[config.mk]
export PLATFORM = sky130hd
export DESIGN_NAME = overwriting_ring_buffer
export DESIGN_NICKNAME = d
export VERILOG_FILES = /design/src/design/orb_pkg.sv /design/src/design/orb_ram.sv /design/src/design/orb_ctrl.sv /design/src/design/orb_out.sv /design/src/design/overwriting_ring_buffer.sv
export SDC_FILE = /design/constraint.sdc
export NUM_CORES = 1
export LEC_CHECK = 0
export ABC_CLOCK_PERIOD_IN_PS = 6500
export BUFFER_PORTS_ARGS = -buffer_cell sky130_fd_sc_hd__buf_4
export CORE_ASPECT_RATIO = 1.25
export CORE_UTILIZATION = 62
export CTS_BUF_LIST = sky130_fd_sc_hd__clkbuf_16
export DETAILED_ROUTE_END_ITERATION = 10
export PLACE_DENSITY = 0.83
export SYNTH_ARGS = -nofsm -noshare
export SYNTH_HDL_FRONTEND = slang
export SYNTH_HIERARCHICAL = 1
export SYNTH_SLANG_ARGS = --single-unit
[constraint.sdc]
create_clock -name i_clk -period 6.5 [get_ports i_clk]
set_clock_uncertainty 0.05 [all_clocks]
set_input_delay 1.3 -clock i_clk [delete_from_list [all_inputs] [get_ports i_clk]]
set_output_delay 1.3 -clock i_clk [all_outputs]
set_load 0.05 [all_outputs]
[src/design/orb_pkg.sv]
// ----------------------------------------------------------------------------
// orb_pkg - shared types and constants for the overwriting ring buffer
// Holds the ring geometry, the operation and status codes, the request and
// result payload structs and the pointer-advance helper.
// ----------------------------------------------------------------------------
package orb_pkg;

    // ring geometry
    localparam int DEPTH     = 16;
    localparam int WORD_BITS = 32;
    localparam int PTR_W     = (DEPTH > 1) ? $clog2(DEPTH) : 1;
    localparam int CNT_W     = $clog2(DEPTH + 1);

    // fixed field widths
    localparam int FUNC_W = 3;
    localparam int POS_W  = 4;
    localparam int CAP_W  = 5;
    localparam int STAT_W = 2;
    localparam int OCC_W  = 5;

    // operation codes
    localparam logic [FUNC_W-1:0] FUNC_PUSH   = 3'd0;
    localparam logic [FUNC_W-1:0] FUNC_POP    = 3'd1;
    localparam logic [FUNC_W-1:0] FUNC_FLUSH  = 3'd2;
    localparam logic [FUNC_W-1:0] FUNC_PEEK   = 3'd3;
    localparam logic [FUNC_W-1:0] FUNC_NEWEST = 3'd4;

    // status codes
    localparam logic [STAT_W-1:0] STAT_OK      = 2'd0;
    localparam logic [STAT_W-1:0] STAT_EMPTY   = 2'd1;
    localparam logic [STAT_W-1:0] STAT_RANGE   = 2'd2;
    localparam logic [STAT_W-1:0] STAT_OVERWR  = 2'd3;

    localparam logic [CAP_W-1:0] CAP_RESET = 5'd16;

    typedef struct packed {
        logic [FUNC_W-1:0]    func;
        logic [WORD_BITS-1:0] data_in;
        logic [POS_W-1:0]     position;
    } t_in;

    typedef struct packed {
        logic [WORD_BITS-1:0] read_data;
        logic [STAT_W-1:0]    status;
        logic [OCC_W-1:0]     occupancy;
        logic                 is_full;
        logic                 is_empty;
    } t_out;

    // per-transfer result info that travels beside the memory read
    typedef struct packed {
        logic              use_mem;
        logic [STAT_W-1:0] status;
        logic [CNT_W-1:0]  occupancy;
        logic              is_full;
        logic              is_empty;
    } t_meta;

    // next pointer position, wrapping at the capacity in use
    function automatic logic [CNT_W-1:0] ptr_adv(input logic [CNT_W-1:0] p,
                                                 input logic [CNT_W-1:0] cap);
        logic [CNT_W:0] nxt;
        nxt = {1'b0, p} + 1'b1;
        ptr_adv = (nxt >= {1'b0, cap}) ? '0 : nxt[CNT_W-1:0];
    endfunction

endpackage

[src/design/orb_ram.sv]
// ----------------------------------------------------------------------------
// orb_ram - entry store
// Simple dual-port synchronous RAM: one write port, one read port with a
// registered read that updates only when a read is issued.
// ----------------------------------------------------------------------------
module orb_ram #(
    parameter int ADDR_W = 4,
    parameter int DATA_W = 32
) (
    input  logic              i_clk,
    input  logic              i_we,
    input  logic [ADDR_W-1:0] i_waddr,
    input  logic [DATA_W-1:0] i_wdata,
    input  logic              i_re,
    input  logic [ADDR_W-1:0] i_raddr,
    output logic [DATA_W-1:0] o_rdata
);

    logic [DATA_W-1:0] mem [2**ADDR_W];
    logic [DATA_W-1:0] r_rdata;

    // write port
    always_ff @(posedge i_clk) begin
        if (i_we) begin
            mem[i_waddr] <= i_wdata;
        end
    end

    // read port, data held until the next read
    always_ff @(posedge i_clk) begin
        if (i_re) begin
            r_rdata <= mem[i_raddr];
        end
    end

    assign o_rdata = r_rdata;

endmodule

[src/design/orb_ctrl.sv]
// ----------------------------------------------------------------------------
// orb_ctrl - pointer and count control
// Holds the capacity register, write/read pointers and entry count. Decodes
// each request, updates the pointers, and issues the RAM write or read.
// ----------------------------------------------------------------------------
module orb_ctrl
    import orb_pkg::*;
(
    input  logic                 i_clk,
    input  logic                 i_rst_n,
    input  logic                 i_acc,
    input  t_in                  i_req,
    input  logic                 i_cfg_wr_en,
    input  logic [CAP_W-1:0]     i_cfg_wr_data,
    output logic                 o_mem_we,
    output logic [PTR_W-1:0]     o_mem_waddr,
    output logic [WORD_BITS-1:0] o_mem_wdata,
    output logic                 o_mem_re,
    output logic [PTR_W-1:0]     o_mem_raddr,
    output t_meta                o_meta
);

    logic [CAP_W-1:0] r_cap, n_cap;
    logic [PTR_W-1:0] r_wp, n_wp;
    logic [PTR_W-1:0] r_rp, n_rp;
    logic [CNT_W-1:0] r_cnt, n_cnt;

    logic [CNT_W-1:0] cap_eff;
    logic [CNT_W-1:0] wp_c, rp_c, cnt_c;
    logic [CNT_W:0]   peek_sum;
    logic [CNT_W:0]   peek_idx;
    logic [CNT_W-1:0] new_idx;

    // clamp capacity to 1..DEPTH
    always_comb begin
        if (r_cap == '0) begin
            cap_eff = CNT_W'(1);
        end else if (32'(r_cap) > DEPTH) begin
            cap_eff = CNT_W'(DEPTH);
        end else begin
            cap_eff = CNT_W'(r_cap);
        end
    end

    // current state, reset to empty if it lies outside the capacity
    always_comb begin
        wp_c  = CNT_W'(r_wp);
        rp_c  = CNT_W'(r_rp);
        cnt_c = r_cnt;
        if (wp_c >= cap_eff || rp_c >= cap_eff || cnt_c > cap_eff) begin
            wp_c  = '0;
            rp_c  = '0;
            cnt_c = '0;
        end
    end

    // read addresses for peek and read-newest
    assign peek_sum = {1'b0, rp_c} + (CNT_W + 1)'(i_req.position);
    assign peek_idx = (peek_sum >= {1'b0, cap_eff}) ? peek_sum - {1'b0, cap_eff} : peek_sum;
    assign new_idx  = (wp_c == '0) ? cap_eff - 1'b1 : wp_c - 1'b1;

    // request decode
    always_comb begin
        logic [CNT_W-1:0] wp_n, rp_n, cnt_n;
        logic [STAT_W-1:0] stat;
        logic use_mem;
        logic [PTR_W-1:0] raddr;
        wp_n    = wp_c;
        rp_n    = rp_c;
        cnt_n   = cnt_c;
        stat    = STAT_OK;
        use_mem = 1'b0;
        raddr   = peek_idx[PTR_W-1:0];
        case (i_req.func)
            FUNC_PUSH: begin
                wp_n = ptr_adv(wp_c, cap_eff);
                if (cnt_c < cap_eff) begin
                    cnt_n = cnt_c + 1'b1;
                end else begin
                    rp_n = ptr_adv(rp_c, cap_eff);
                    stat = STAT_OVERWR;
                end
            end
            FUNC_POP: begin
                if (cnt_c == '0) begin
                    stat = STAT_EMPTY;
                end else begin
                    rp_n  = ptr_adv(rp_c, cap_eff);
                    cnt_n = cnt_c - 1'b1;
                end
            end
            FUNC_FLUSH: begin
                wp_n  = '0;
                rp_n  = '0;
                cnt_n = '0;
            end
            FUNC_PEEK: begin
                if (32'(i_req.position) >= 32'(cnt_c)) begin
                    stat = STAT_RANGE;
                end else begin
                    use_mem = 1'b1;
                end
            end
            FUNC_NEWEST: begin
                raddr = new_idx[PTR_W-1:0];
                if (cnt_c == '0) begin
                    stat = STAT_EMPTY;
                end else begin
                    use_mem = 1'b1;
                end
            end
            default: begin
            end
        endcase

        o_meta.use_mem   = use_mem;
        o_meta.status    = stat;
        o_meta.occupancy = cnt_n;
        o_meta.is_full   = (cnt_n == cap_eff);
        o_meta.is_empty  = (cnt_n == '0);

        o_mem_we    = i_acc && (i_req.func == FUNC_PUSH);
        o_mem_waddr = wp_c[PTR_W-1:0];
        o_mem_wdata = i_req.data_in;
        o_mem_re    = i_acc && use_mem;
        o_mem_raddr = raddr;

        n_cap = r_cap;
        n_wp  = r_wp;
        n_rp  = r_rp;
        n_cnt = r_cnt;
        if (i_cfg_wr_en) begin
            n_cap = i_cfg_wr_data;
            n_wp  = '0;
            n_rp  = '0;
            n_cnt = '0;
        end else if (i_acc) begin
            n_wp  = wp_n[PTR_W-1:0];
            n_rp  = rp_n[PTR_W-1:0];
            n_cnt = cnt_n;
        end
    end

    // state registers
    always_ff @(posedge i_clk) begin
        if (!i_rst_n) begin
            r_cap <= CAP_RESET;
            r_wp  <= '0;
            r_rp  <= '0;
            r_cnt <= '0;
        end else begin
            r_cap <= n_cap;
            r_wp  <= n_wp;
            r_rp  <= n_rp;
            r_cnt <= n_cnt;
        end
    end

    // count stays within the capacity in use
    a_cnt_cap: assert property (@(posedge i_clk) disable iff (!i_rst_n)
        r_cnt <= cap_eff)
        else $error("entry count above capacity");

    // pointers stay inside the ring
    a_ptr_cap: assert property (@(posedge i_clk) disable iff (!i_rst_n)
        (CNT_W'(r_wp) < cap_eff) && (CNT_W'(r_rp) < cap_eff))
        else $error("pointer outside capacity");

    // a capacity write empties the ring
    a_cfg_clear: assert property (@(posedge i_clk) disable iff (!i_rst_n)
        i_cfg_wr_en |=> (r_cnt == '0) && (r_wp == '0) && (r_rp == '0))
        else $error("capacity write did not clear the ring");

    // push on a full ring keeps the count and moves the read pointer, unless the capacity is 1
    a_overwrite: assert property (@(posedge i_clk) disable iff (!i_rst_n)
        (i_acc && !i_cfg_wr_en && i_req.func == FUNC_PUSH && r_cnt == cap_eff)
        |=> (r_cnt == $past(r_cnt)) && (r_rp != $past(r_rp) || $past(cap_eff) == CNT_W'(1)))
        else $error("overwrite did not drop the oldest entry");

endmodule

[src/design/orb_out.sv]
// ----------------------------------------------------------------------------
// orb_out - result stage and output register
// Holds the request info in stage 1 beside the registered RAM read data, pairs
// the two as stage 1 advances, and holds the finished result in an output register until it is taken.
// ----------------------------------------------------------------------------
module orb_out
    import orb_pkg::*;
(
    input  logic                 i_clk,
    input  logic                 i_rst_n,
    input  logic                 i_acc,
    input  t_meta                i_meta,
    input  logic [WORD_BITS-1:0] i_rdata,
    input  logic                 i_out_ready,
    output logic                 o_in_ready,
    output logic                 o_out_valid,
    output t_out                 o_out_data
);

    logic  r_s1_vld, n_s1_vld;
    t_meta r_s1_meta;
    logic  r_out_vld, n_out_vld;
    t_out  r_out_data;
    logic  out_free;
    logic  s1_adv;

    // stage 1 moves on when the output register is free or being drained
    assign out_free   = !r_out_vld || i_out_ready;
    assign s1_adv     = r_s1_vld && out_free;
    assign o_in_ready = !r_s1_vld || out_free;

    always_comb begin
        n_s1_vld = r_s1_vld;
        if (i_acc) begin
            n_s1_vld = 1'b1;
        end else if (s1_adv) begin
            n_s1_vld = 1'b0;
        end
        n_out_vld = r_out_vld;
        if (s1_adv) begin
            n_out_vld = 1'b1;
        end else if (i_out_ready) begin
            n_out_vld = 1'b0;
        end
    end

    // control
    always_ff @(posedge i_clk) begin
        if (!i_rst_n) begin
            r_s1_vld  <= 1'b0;
            r_out_vld <= 1'b0;
        end else begin
            r_s1_vld  <= n_s1_vld;
            r_out_vld <= n_out_vld;
        end
    end

    // payload
    always_ff @(posedge i_clk) begin
        if (i_acc) begin
            r_s1_meta <= i_meta;
        end
        if (s1_adv) begin
            r_out_data.read_data <= r_s1_meta.use_mem ? i_rdata : '0;
            r_out_data.status    <= r_s1_meta.status;
            r_out_data.occupancy <= OCC_W'(r_s1_meta.occupancy);
            r_out_data.is_full   <= r_s1_meta.is_full;
            r_out_data.is_empty  <= r_s1_meta.is_empty;
        end
    end

    assign o_out_valid = r_out_vld;
    assign o_out_data  = r_out_data;

    // no transfer is taken while stage 1 is blocked
    a_no_overrun: assert property (@(posedge i_clk) disable iff (!i_rst_n)
        (r_s1_vld && !out_free) |-> !i_acc)
        else $error("stage 1 overrun");

    // a stalled stage 1 keeps its info
    a_s1_hold: assert property (@(posedge i_clk) disable iff (!i_rst_n)
        (r_s1_vld && !out_free) |=> r_s1_vld && $stable(r_s1_meta))
        else $error("stage 1 lost a result");

    // every accepted transfer reaches stage 1
    a_s1_fill: assert property (@(posedge i_clk) disable iff (!i_rst_n)
        i_acc |=> r_s1_vld)
        else $error("accepted transfer not tracked");

endmodule

[src/design/overwriting_ring_buffer.sv]
// A result passes through stage 1, beside the registered RAM read, and then the
// output register before it is valid; either one holds it while the reply side stalls.
// Throughput: one request per cycle while results are taken; the next request may
// enter while a result waits, until stage 1 and the output register are both full.
// Reset (synchronous, active low): ring empty, pointers zero, capacity 16.
// A capacity write also empties the ring. The entry store is not cleared.
// ----------------------------------------------------------------------------
// overwriting_ring_buffer - top level
// Ring buffer with push, pop, flush, peek and read-newest; a push on a full
// ring overwrites the oldest entry.
// ----------------------------------------------------------------------------
module overwriting_ring_buffer
    import orb_pkg::*;
(
    input  logic             i_clk,
    input  logic             i_rst_n,
    input  logic             i_in_valid,
    output logic             o_in_ready,
    input  t_in              i_in_data,
    output logic             o_out_valid,
    input  logic             i_out_ready,
    output t_out             o_out_data,
    input  logic             i_cfg_wr_en,
    input  logic [CAP_W-1:0] i_cfg_wr_data
);

    logic                 acc;
    logic                 mem_we;
    logic [PTR_W-1:0]     mem_waddr;
    logic [WORD_BITS-1:0] mem_wdata;
    logic                 mem_re;
    logic [PTR_W-1:0]     mem_raddr;
    logic [WORD_BITS-1:0] mem_rdata;
    t_meta                meta;

    assign acc = i_in_valid && o_in_ready;

    orb_ctrl u_ctrl (
        .i_clk         (i_clk),
        .i_rst_n       (i_rst_n),
        .i_acc         (acc),
        .i_req         (i_in_data),
        .i_cfg_wr_en   (i_cfg_wr_en),
        .i_cfg_wr_data (i_cfg_wr_data),
        .o_mem_we      (mem_we),
        .o_mem_waddr   (mem_waddr),
        .o_mem_wdata   (mem_wdata),
        .o_mem_re      (mem_re),
        .o_mem_raddr   (mem_raddr),
        .o_meta        (meta)
    );

    orb_ram #(
        .ADDR_W (PTR_W),
        .DATA_W (WORD_BITS)
    ) u_ram (
        .i_clk   (i_clk),
        .i_we    (mem_we),
        .i_waddr (mem_waddr),
        .i_wdata (mem_wdata),
        .i_re    (mem_re),
        .i_raddr (mem_raddr),
        .o_rdata (mem_rdata)
    );

    orb_out u_out (
        .i_clk       (i_clk),
        .i_rst_n     (i_rst_n),
        .i_acc       (acc),
        .i_meta      (meta),
        .i_rdata     (mem_rdata),
        .i_out_ready (i_out_ready),
        .o_in_ready  (o_in_ready),
        .o_out_valid (o_out_valid),
        .o_out_data  (o_out_data)
    );

endmodule

==> results of run 1 <==
## worst max-delay path: cells and delay by family, from the launching register on
family / cells / cell delay, ns
buffers and inverters: 6 / 0.86
multiplexers: 1 / 0.53
flip-flops: 1 / 0.36
AO/OA/AOI/OAI: 9 / 1.59
AND/OR/NAND/NOR: 9 / 1.14
adder cells (fa/ha/maj): 4 / 1.20
## final cells by class
type | count | share of cell area (%)
flip-flops and latches | 615 | 64.5
repair buffers | 140 | 4.35
clock buffers | 57 | 5.03
clock inverters | 47 | 1.47
multi-input cells | 577 | 22.1
well taps | 498 | 2.20
inverters | 31 | 0.415
## cells by family after synthesis
| family | count (synthesis) | synth area share [%] |
|---|---|---|
| AND/OR/NAND/NOR | 223 | 4.76 |
| flip-flops | 615 | 73.1 |
| XOR/XNOR | 15 | 0.526 |
| adder cells (fa/ha/maj) | 48 | 2.46 |
| multiplexers | 138 | 11.9 |
| buffers and inverters | 123 | 2.59 |
| AO/OA/AOI/OAI | 153 | 4.63 |
## what timing repair did
item	CTS	global route
gates resized for setup	0	6
hold endpoints to repair	0	0
endpoints found under the setup margin	0	32
buffers inserted	0	3
## cell usage in the layout, fill, tap and decap left out, types with 19 or more instances in the layout
master     netlist  routed
nor2_1          37      23
buf_4           41     126
a22oi_1         68      68
ha_1            46      46
edfxtp_1       595     595
nand2_1         65      63
dfxtp_1         20      19
mux4_2         128     128
clkbuf_16        0      57
and2_2          33      34
inv_1           29      46
## where the power goes
| part | internal [mW] | switching [mW] |
|---|---|---|
| Sequential | 4.39 | 0.0136 |
| Combinational | 0.324 | 0.434 |
| Clock | 1.87 | 1.43 |
## routing by layer
metal,GRT usage (%),routed length [um]
met1,36.3,20500
met2,51.0,30400
met3,4.98,4980
met4,12.7,2350
met5,0,0
## state kept, by name, indices dropped and copies added (netlist names)
| name | flops |
|---|---|
| u_ctrl/r_rp | 4 |
| u_ram/o_rdata | 32 |
| u_out/o_out_valid | 1 |
| u_out/r_s1_meta | 10 |
| u_ctrl/r_cap | 5 |
| u_ctrl/r_wp | 4 |
| u_ctrl/r_cnt | 5 |
| u_ram/mem | 512 |
| u_out/r_s1_vld | 1 |
| u_out/o_out_data | 41 |
## worst paths after layout
path	endpoint	slack [ns]	depth (start not counted)
setup / recovery	u_ram/o_rdata[7]$_DFFE_PP_	0.50	29
hold / removal	u_out/o_out_data[6]$_DFFE_PP_	0.38	0
hold reg to reg	u_out/o_out_data[6]$_DFFE_PP_	0.38	0
setup reg to reg	u_ram/o_rdata[7]$_DFFE_PP_	0.50	29
## stage by stage
step                      cells  setup slack, ns
after floorplan            1315            0.507
after global placement     1858            0.487
after detailed placement   1858            0.393
after CTS                  1962            0.320
after global routing       1965           0.0316
final                      1965            0.501
==> impl_metrics.json, run 1 <==
{
  "yosys.cell_count.top_type": "edfxtp_1",
  "n_antenna_cell": 0,
  "root_buffer": "clkbuf_16",
  "synth-async-reset-ratio_pct": 0,
  "cts.reportedPaths.clkPinSlew_ns": 0.07,
  "synth_nets": 1412,
  "grt_pass1_wl_um": 86200,
  "antenna_found_initial": 0,
  "multi_input_area_sq_um": 6250,
  "grt_max_degree": 46,
  "holdBufCountCts": 0,
  "area_growth_pct": 13.4,
  "dp_hpwl_um": 31200,
  "ys_seq_area_share_pct": 73.1,
  "grt-ovfl-total": 0,
  "critPathMaxFanout": 20,
  "synth-seq-cells": 615,
  "syn_avg_cell_area_sq_um": 19.0,
  "drv_cap": 0,
  "viasPerCell": 6.74,
  "htreeDepth": 2,
  "num_rows": 81,
  "postSynthCellCount": 1315,
  "wl_per_cell_um": 29.6,
  "r2r_start": "u_ctrl/r_cap[1]$_SDFFE_PN0P_",
  "startpoint": "u_ctrl/r_cap[1]$_SDFFE_PN0P_",
  "syn_area_sq_um": 25000,
  "power_density_nw_per_um2": 299,
  "drive_gt1_share_pct": 29.2,
  "vias": 13300,
  "drtIter0Drc": 1381,
  "tns_ns": 0,
  "clkSinkCount": 615,
  "finalSetupViolCount": 0,
  "synth_common_cells": "595 x edfxtp_1, 128 x mux4_2, 68 x a22oi_1, 65 x nand2_1, 46 x ha_1",
  "synth_edf_count": 595,
  "whs_ns": 0.379,
  "synth_top_area_cell": "edfxtp_1",
  "route.detailed.drc": 0,
  "clock_latency_ns": 0.60,
  "tritoncts": "yes",
  "ant_nets": 0,
  "die_h_um": 226,
  "wirelength_um": 58200,
  "grt_pass1_vias": 13800,
  "cts_buffers": 56,
  "ys.warnings.count": 6,
  "final-hold-violation-count": 0,
  "synth_top_area_share_pct": 71.5,
  "worstMarginPinSlew_ns": 1.17,
  "crit_arrival_ns": 6.29,
  "post-route-util_pct": 71.9,
  "ir_worst_vdd_mv": 0.247,
  "synth_flop_cell": "edfxtp_1",
  "post-route-period-util_pct": 92.3,
  "maxSlewViolCount": 0,
  "status": "finished, final reports clean",
  "grt_use_total_pct": 29.2,
  "rsz0062_at_grt": "no",
  "synth_area_leaders": "edfxtp_1 71%, mux4_2 12%, ha_1 2.3%",
  "final.fill_count": 2195,
  "final.min_clock_period_ns": 6.00,
  "fp.dieW_um": 182,
  "startpoint_type": "register",
  "critical_path.endpoint_type": "register",
  "io_buffer_count": 91,
  "slew_headroom_pct": 21.8,
  "ys_types": 74,
  "fin_nets": 1518,
  "max_stage_delay_ns": 0.53,
  "worstSetupPathType": "register to register",
  "core_sq_um": 39400,
  "place_area_sq_um": 26500,
  "ff_latch_area_sq_um": 18300,
  "cp.required_ns": 6.79,
  "p_leak_nw": 9.67,
  "dr.pass1.iters": 5,
  "worstHoldStart": "u_out/r_s1_meta[6]$_DFFE_PP_",
  "pin_count": 92,
  "stdcell_area_sq_um": 28300,
  "dieArea_sq_um": 41100,
  "hold_path.class": "register to register",
  "max_freq_mhz": 167,
  "initial_core_util_pct": 63.4,
  "total_power_mw": 8.47,
  "place_congestion": 0.906,
  "max-clock-path-buffers": 3,
  "cpMaxStageDelayCell": "mux4_2"
}
No activity file was read; power rests on OpenSTA's default activity.
==> run 2, diff against run 1 <==
--- a/config.mk
+++ b/config.mk
@@ -11,7 +11,7 @@
 export CORE_UTILIZATION = 62
 export CTS_BUF_LIST = sky130_fd_sc_hd__clkbuf_16
 export DETAILED_ROUTE_END_ITERATION = 10
-export PLACE_DENSITY = 0.83
+export PLACE_DENSITY = 0.8
 export SYNTH_ARGS = -nofsm -noshare
 export SYNTH_HDL_FRONTEND = slang
 export SYNTH_HIERARCHICAL = 1
==> run 2 against run 1 <==
Non-clock buffer count fell by 1. Combinational power barely moved. First-iteration DRC count rose by 2.1%. Cell area fell by 0.41%. Hold slack got worse by 0.0089 ns. Final cell count barely moved. Flip-flop and latch count did not move. Largest cell class unchanged. Wire length fell by 1.9%. Via count fell by 0.91%.
==> impl_metrics.json, run 2 (synthesis gave the netlist of run 1 again) <==
{
  "place_area_sq_um": 26400,
  "fin_nets": 1517,
  "clkSinkCount": 615,
  "met2WireLength_um": 29700,
  "max_stage_delay_ns": 0.48,
  "holdPathEnd": "u_out/o_out_data[6]$_DFFE_PP_",
  "n_antenna_cell": 0,
  "place_congestion": 0.870,
  "cts.reportedPaths.clkPinSlew_ns": 0.06,
  "ant_nets": 0,
  "grt_pass1_wl_um": 84400,
  "stdcell_area_sq_um": 28200,
  "grt-ovfl-total": 0,
  "drt-met1-wl_um": 20200,
  "die_h_um": 226,
  "io_buffer_count": 91,
  "ir_worst_vdd_mv": 0.284,
  "slew_headroom_pct": 32.0,
  "initial_core_util_pct": 63.4,
  "holdBufCountCts": 0,
  "rsz0062_at_grt": "no",
  "p_leak_nw": 9.57,
  "dpl_worst_slack_ns": 0.444,
  "wirelength_um": 57000,
  "final.min_clock_period_ns": 6.04,
  "worst_slack_ns": 0.461,
  "critical_path.endpoint_type": "register",
  "rr_worst_depth": 28,
  "cpMaxStageDelayCell": "fa_1",
  "htreeDepth": 2,
  "whs_ns": 0.370,
  "critPathMaxFanout": 36,
  "drv_cap": 0,
  "status": "finished, final reports clean",
  "route.detailed.drc": 0,
  "cp.required_ns": 6.80,
  "dp_hpwl_um": 30300,
  "tns_ns": 0,
  "r2r_end": "u_ram/o_rdata[11]$_DFFE_PP_",
  "fp.dieW_um": 182,
  "final.fill_count": 2255,
  "total_power_mw": 8.31,
  "num_rows": 81,
  "viasPerCell": 6.69,
  "crit_top_cell": "nand2_1",
  "wl_per_cell_um": 29.0,
  "max-clock-path-buffers": 3,
  "r2r_setup_slack_ns": 0.46,
  "dieArea_sq_um": 41100,
  "finalSetupViolCount": 0,
  "layout_commonest_cell": "edfxtp_1",
  "worstMarginPinSlew_ns": 1.02,
  "vias": 13100,
  "grt_max_degree": 42,
  "dr.pass1.iters": 5,
  "holdPathStages": 0,
  "worstSetupPathType": "register to register",
  "power_density_nw_per_um2": 295,
  "drtIter0Drc": 1410,
  "maxSlewViolCount": 0,
  "worstHoldStart": "u_out/r_s1_meta[6]$_DFFE_PP_",
  "clock_latency_ns": 0.60,
  "post-route-period-util_pct": 92.9,
  "top_register": "u_ram/mem",
  "r2r_start": "u_ctrl/r_cap[4]$_SDFFE_PN1P_",
  "largest_reg_flops": 512,
  "antenna_found_initial": 2,
  "crit_arrival_ns": 6.34,
  "cts_buffers": 56,
  "tritoncts": "yes",
  "drive_gt1_share_pct": 28.8,
  "wl_met3_um": 5010,
  "area_growth_pct": 12.9,
  "most-common-layout-cells": "595 x edfxtp_1, 128 x mux4_2, 125 x buf_4",
  "root_buffer": "clkbuf_16",
  "routed.top_layer": "met5",
  "grt_use_total_pct": 28.7,
  "grt_pass1_vias": 13500,
  "core_sq_um": 39400,
  "final-hold-violation-count": 0,
  "hold_path.class": "register to register",
  "pin_count": 92,
  "startpoint_type": "register",
  "max_freq_mhz": 166
}
-- run 2: cell types whose count changed in the layout (fill, tap and decap cells not counted), sizes merged --
cell      delta
inv          -9
buf          -2
clkinv      +11
clkinvlp     +2
bufinv       -3
-- run 2: worst max-delay path by stage --
stage	startpoint	to	slack (ns)	depth (start not counted)
after floorplan	i_out_ready	u_ram/mem[0][0]$_DFFE_PP_	0.51	7
after global placement	u_ctrl/r_cap[4]$_SDFFE_PN1P_	u_ram/o_rdata[24]$_DFFE_PP_	0.60	26
after detailed placement	u_ctrl/r_cap[4]$_SDFFE_PN1P_	u_ram/o_rdata[23]$_DFFE_PP_	0.44	26
after CTS	u_ctrl/r_cap[4]$_SDFFE_PN1P_	u_ram/o_rdata[9]$_DFFE_PP_	0.31	27
after global routing	u_ctrl/r_cap[1]$_SDFFE_PN0P_	u_ram/o_rdata[25]$_DFFE_PP_	0.05	29
final	u_ctrl/r_cap[4]$_SDFFE_PN1P_	u_ram/o_rdata[11]$_DFFE_PP_	0.46	28
-- run 2: timing repair --
action | 4_1_cts | 5_1_grt
buffers inserted | 0 | 1
gates resized for setup | 0 | 2
endpoints found under the hold margin | 0 | 0
setup endpoints to repair | 0 | 11
-- run 2: power breakdown --
group	leakage [nW]	switching, mW	internal [mW]
Combinational	3.13	0.433	0.325
Clock	0.889	1.43	1.73
Sequential	5.55	0.0125	4.39
Total	9.57	1.87	6.44
-- run 2: metal layers --
metal	vias to the layer above	GRT usage, %
met3	160	4.35
met4	2	11.5
met1	6695	36.0
li1	5496	-
met2	779	50.6
met5	-	0
-- run 2: critical path, delay by kind of cell, from the launching register on --
kind | cells | cell delay [ns]
adder cells (fa/ha/maj) | 4 | 1.14
AO/OA/AOI/OAI | 8 | 1.39
flip-flops | 1 | 0.39
buffers and inverters | 7 | 1.11
AND/OR/NAND/NOR | 7 | 1.07
multiplexers | 2 | 0.61
-- run 2: per-stage QoR --
step	utilization, %	std cells
after global placement	67.1	1858
after CTS	71.5	1962
after detailed placement	67.1	1858
after floorplan	-	1315
final	71.6	1964
after global routing	71.6	1964
-- run 2: layout make-up --
cell class                      instances  area (sq um)  area share [%]
Sequential cell                       615         18300            64.7
Multi-Input combinational cell        577          6240            22.1
Clock buffer                           56          1400            4.97
Timing Repair Buffer                  139          1210            4.30
Tap cell                              498           623            2.21
Clock inverter                         48           354            1.25
Inverter                               31           118           0.417
==> run 3, diff against run 2 <==
--- a/config.mk
+++ b/config.mk
@@ -5,13 +5,13 @@
 export SDC_FILE = /design/constraint.sdc
 export NUM_CORES = 1
 export LEC_CHECK = 0
+export ABC_AREA = 1
 export ABC_CLOCK_PERIOD_IN_PS = 6500
 export BUFFER_PORTS_ARGS = -buffer_cell sky130_fd_sc_hd__buf_4
 export CORE_ASPECT_RATIO = 1.25
-export CORE_UTILIZATION = 62
+export CORE_UTILIZATION = 30
 export CTS_BUF_LIST = sky130_fd_sc_hd__clkbuf_16
 export DETAILED_ROUTE_END_ITERATION = 10
-export PLACE_DENSITY = 0.8
 export SYNTH_ARGS = -nofsm -noshare
 export SYNTH_HDL_FRONTEND = slang
 export SYNTH_HIERARCHICAL = 1
==> run 3 against run 2 <==
Global-route usage decreased by 14 points. Maximum frequency increased by 2.0%. Wire length increased by 23%.
==> impl_metrics.json, run 3 <==
{
  "status": "finished, final reports clean",
  "startpoint_type": "register",
  "r2r_start": "u_ctrl/r_cap[4]$_SDFFE_PN1P_",
  "cts_buffers": 59,
  "p_leak_nw": 13.7,
  "n_antenna_cell": 0,
  "dp_hpwl_um": 40600,
  "cts_setup_buffers": 0,
  "final-hold-violation-count": 0,
  "fp.dieW_um": 276,
  "ys_types": 46,
  "worst-path-buf-inv": 8,
  "grt_pass1_vias": 17900,
  "cts_resized": 0,
  "most-common-layout-cells": "800 x nand2_1, 595 x edfxtp_1, 511 x inv_1",
  "syn_area_sq_um": 28200,
  "pin_count": 92,
  "post-route-period-util_pct": 91.1,
  "tritoncts": "yes",
  "rsz0062_at_grt": "no",
  "grt-ovfl-total": 0,
  "top_register": "u_ram/mem",
  "worstMarginPinSlew_ns": 1.06,
  "cts.reportedPaths.clkPinSlew_ns": 0.06,
  "synth_edf_count": 595,
  "whs_ns": 0.371,
  "max-clock-path-buffers": 3,
  "ys.warnings.count": 6,
  "hold_path.class": "register to register",
  "core_sq_um": 93100,
  "worstSetupPathType": "register to register",
  "synth_common_cells": "801 x nand2_1, 595 x edfxtp_1, 503 x inv_1, 404 x nand3_1, 46 x ha_1",
  "power_density_nw_per_um2": 289,
  "viasPerCell": 4.53,
  "htreeDepth": 2,
  "layout_commonest_cell": "nand2_1",
  "synth_top_area_share_pct": 63.4,
  "yosys.cell_count.top_type": "nand2_1",
  "ys_seq_area_share_pct": 64.8,
  "holdPathEnd": "u_out/o_out_data[1]$_DFFE_PP_",
  "die_h_um": 345,
  "grt_max_degree": 85,
  "rr_worst_depth": 32,
  "largest_reg_flops": 512,
  "r2r_end": "u_ram/o_rdata[6]$_DFFE_PP_",
  "max_freq_mhz": 169,
  "wirelength_um": 70200,
  "crit_arrival_ns": 6.26,
  "drive_gt1_share_pct": 11.1,
  "critPathMaxFanout": 84,
  "maxSlewViolCount": 0,
  "startpoint": "u_ctrl/r_cap[4]$_SDFFE_PN1P_",
  "worstHoldStart": "u_out/r_s1_meta[1]$_DFFE_PP_",
  "cpMaxStageDelayCell": "dfxtp_1",
  "ant_nets": 0,
  "synth_flop_cell": "edfxtp_1",
  "wl_per_cell_um": 17.4,
  "critical_path.endpoint_type": "register",
  "vias": 18300,
  "drv_cap": 0,
  "total_power_mw": 9.30,
  "syn_avg_cell_area_sq_um": 10.3,
  "ir_worst_vdd_mv": 0.212,
  "grt_pass1_wl_um": 107000,
  "root_buffer": "clkbuf_16",
  "tns_ns": 0,
  "antenna_found_initial": 4,
  "dr.pass1.iters": 6,
  "synth-async-reset-ratio_pct": 0,
  "max_stage_delay_ns": 0.44,
  "dieArea_sq_um": 95100,
  "place_congestion": 0.806,
  "synth_nets": 2824,
  "final.min_clock_period_ns": 5.92,
  "clock_latency_ns": 0.64,
  "crit_family": "simple AND/OR/NAND/NOR gates",
  "num_rows": 125,
  "slew_headroom_pct": 29.4,
  "initial_core_util_pct": 30.3,
  "synth-seq-cells": 615,
  "io_buffer_count": 91,
  "cp.required_ns": 6.83,
  "holdPathStages": 0,
  "route.detailed.drc": 0,
  "grt_use_total_pct": 14.7,
  "holdBufCountCts": 0,
  "synth_top_area_cell": "edfxtp_1",
  "clkSinkCount": 615,
  "r2r_setup_slack_ns": 0.58,
  "area_growth_pct": 14.0,
  "synth_area_leaders": "edfxtp_1 63%, nand2_1 11%, nand3_1 7.2%",
  "drtIter0Drc": 1379,
  "fin_nets": 2893,
  "postSynthCellCount": 2727,
  "finalSetupViolCount": 0
}
[run 3: how the worst max path moves through the flow]
stage                                  endpoint  slack, ns  cells after the start
floorplan           u_ram/o_rdata[15]$_DFFE_PP_       1.45                     33
global placement     u_ram/o_rdata[9]$_DFFE_PP_       0.72                     28
detailed placement   u_ram/o_rdata[7]$_DFFE_PP_       0.61                     28
CTS                  u_ram/o_rdata[7]$_DFFE_PP_       0.58                     32
global route         u_ram/o_rdata[8]$_DFFE_PP_       0.05                     28
finish               u_ram/o_rdata[6]$_DFFE_PP_       0.58                     32
[run 3: logic make-up after synthesis]
kind of cell / after synthesis / share of synthesized area [%]
xor gates and xnor gates: 8 / 0.249
and+or+nand+nor: 1306 / 20.3
buffers and inverters: 656 / 10.5
AOI/OAI and AO/OA: 94 / 1.91
DFF: 615 / 64.8
adders and majority gates: 48 / 2.19
[run 3: metal layers]
layer,GRT usage [%],up-vias,wire [um],share of wire [%]
met1,18.1,8792,29800,42
met4,6.02,6,2470,3.5
met5,0,-,40,0.057
met2,25.6,450,34300,49
met3,2.61,127,3600,5.1
li1,-,8963,-,-
[run 3: where the power goes]
group          leakage (nW)  internal (mW)  switching [mW]  total, mW
Combinational          7.15          0.444           0.983       1.43
Sequential             5.56           4.41          0.0156       4.42
Clock                 0.982           1.94            1.51       3.45
[run 3: final cells by class]
| type | instances | area (sq um) |
|---|---|---|
| fill | 9146 | 60900 |
| tap | 1206 | 1510 |
| inverter | 512 | 1940 |
| sequential | 615 | 18300 |
| clock inverter | 43 | 350 |
| multi-input combinational | 1456 | 7140 |
| clock buffer | 63 | 1580 |
| timing repair buffer | 152 | 1340 |
[run 3: per-stage QoR]
step | cell area (sq um) | utilization, % | std cells | setup WS [ns]
global route | 32100 | 34.5 | 4047 | 0.0481
detailed placement | 30200 | 32.5 | 3941 | 0.611
global placement | 30200 | 32.5 | 3941 | 0.722
CTS | 32100 | 34.5 | 4047 | 0.584
finish | 32100 | 34.5 | 4047 | 0.578
floorplan | 28200 | - | 2727 | 1.45
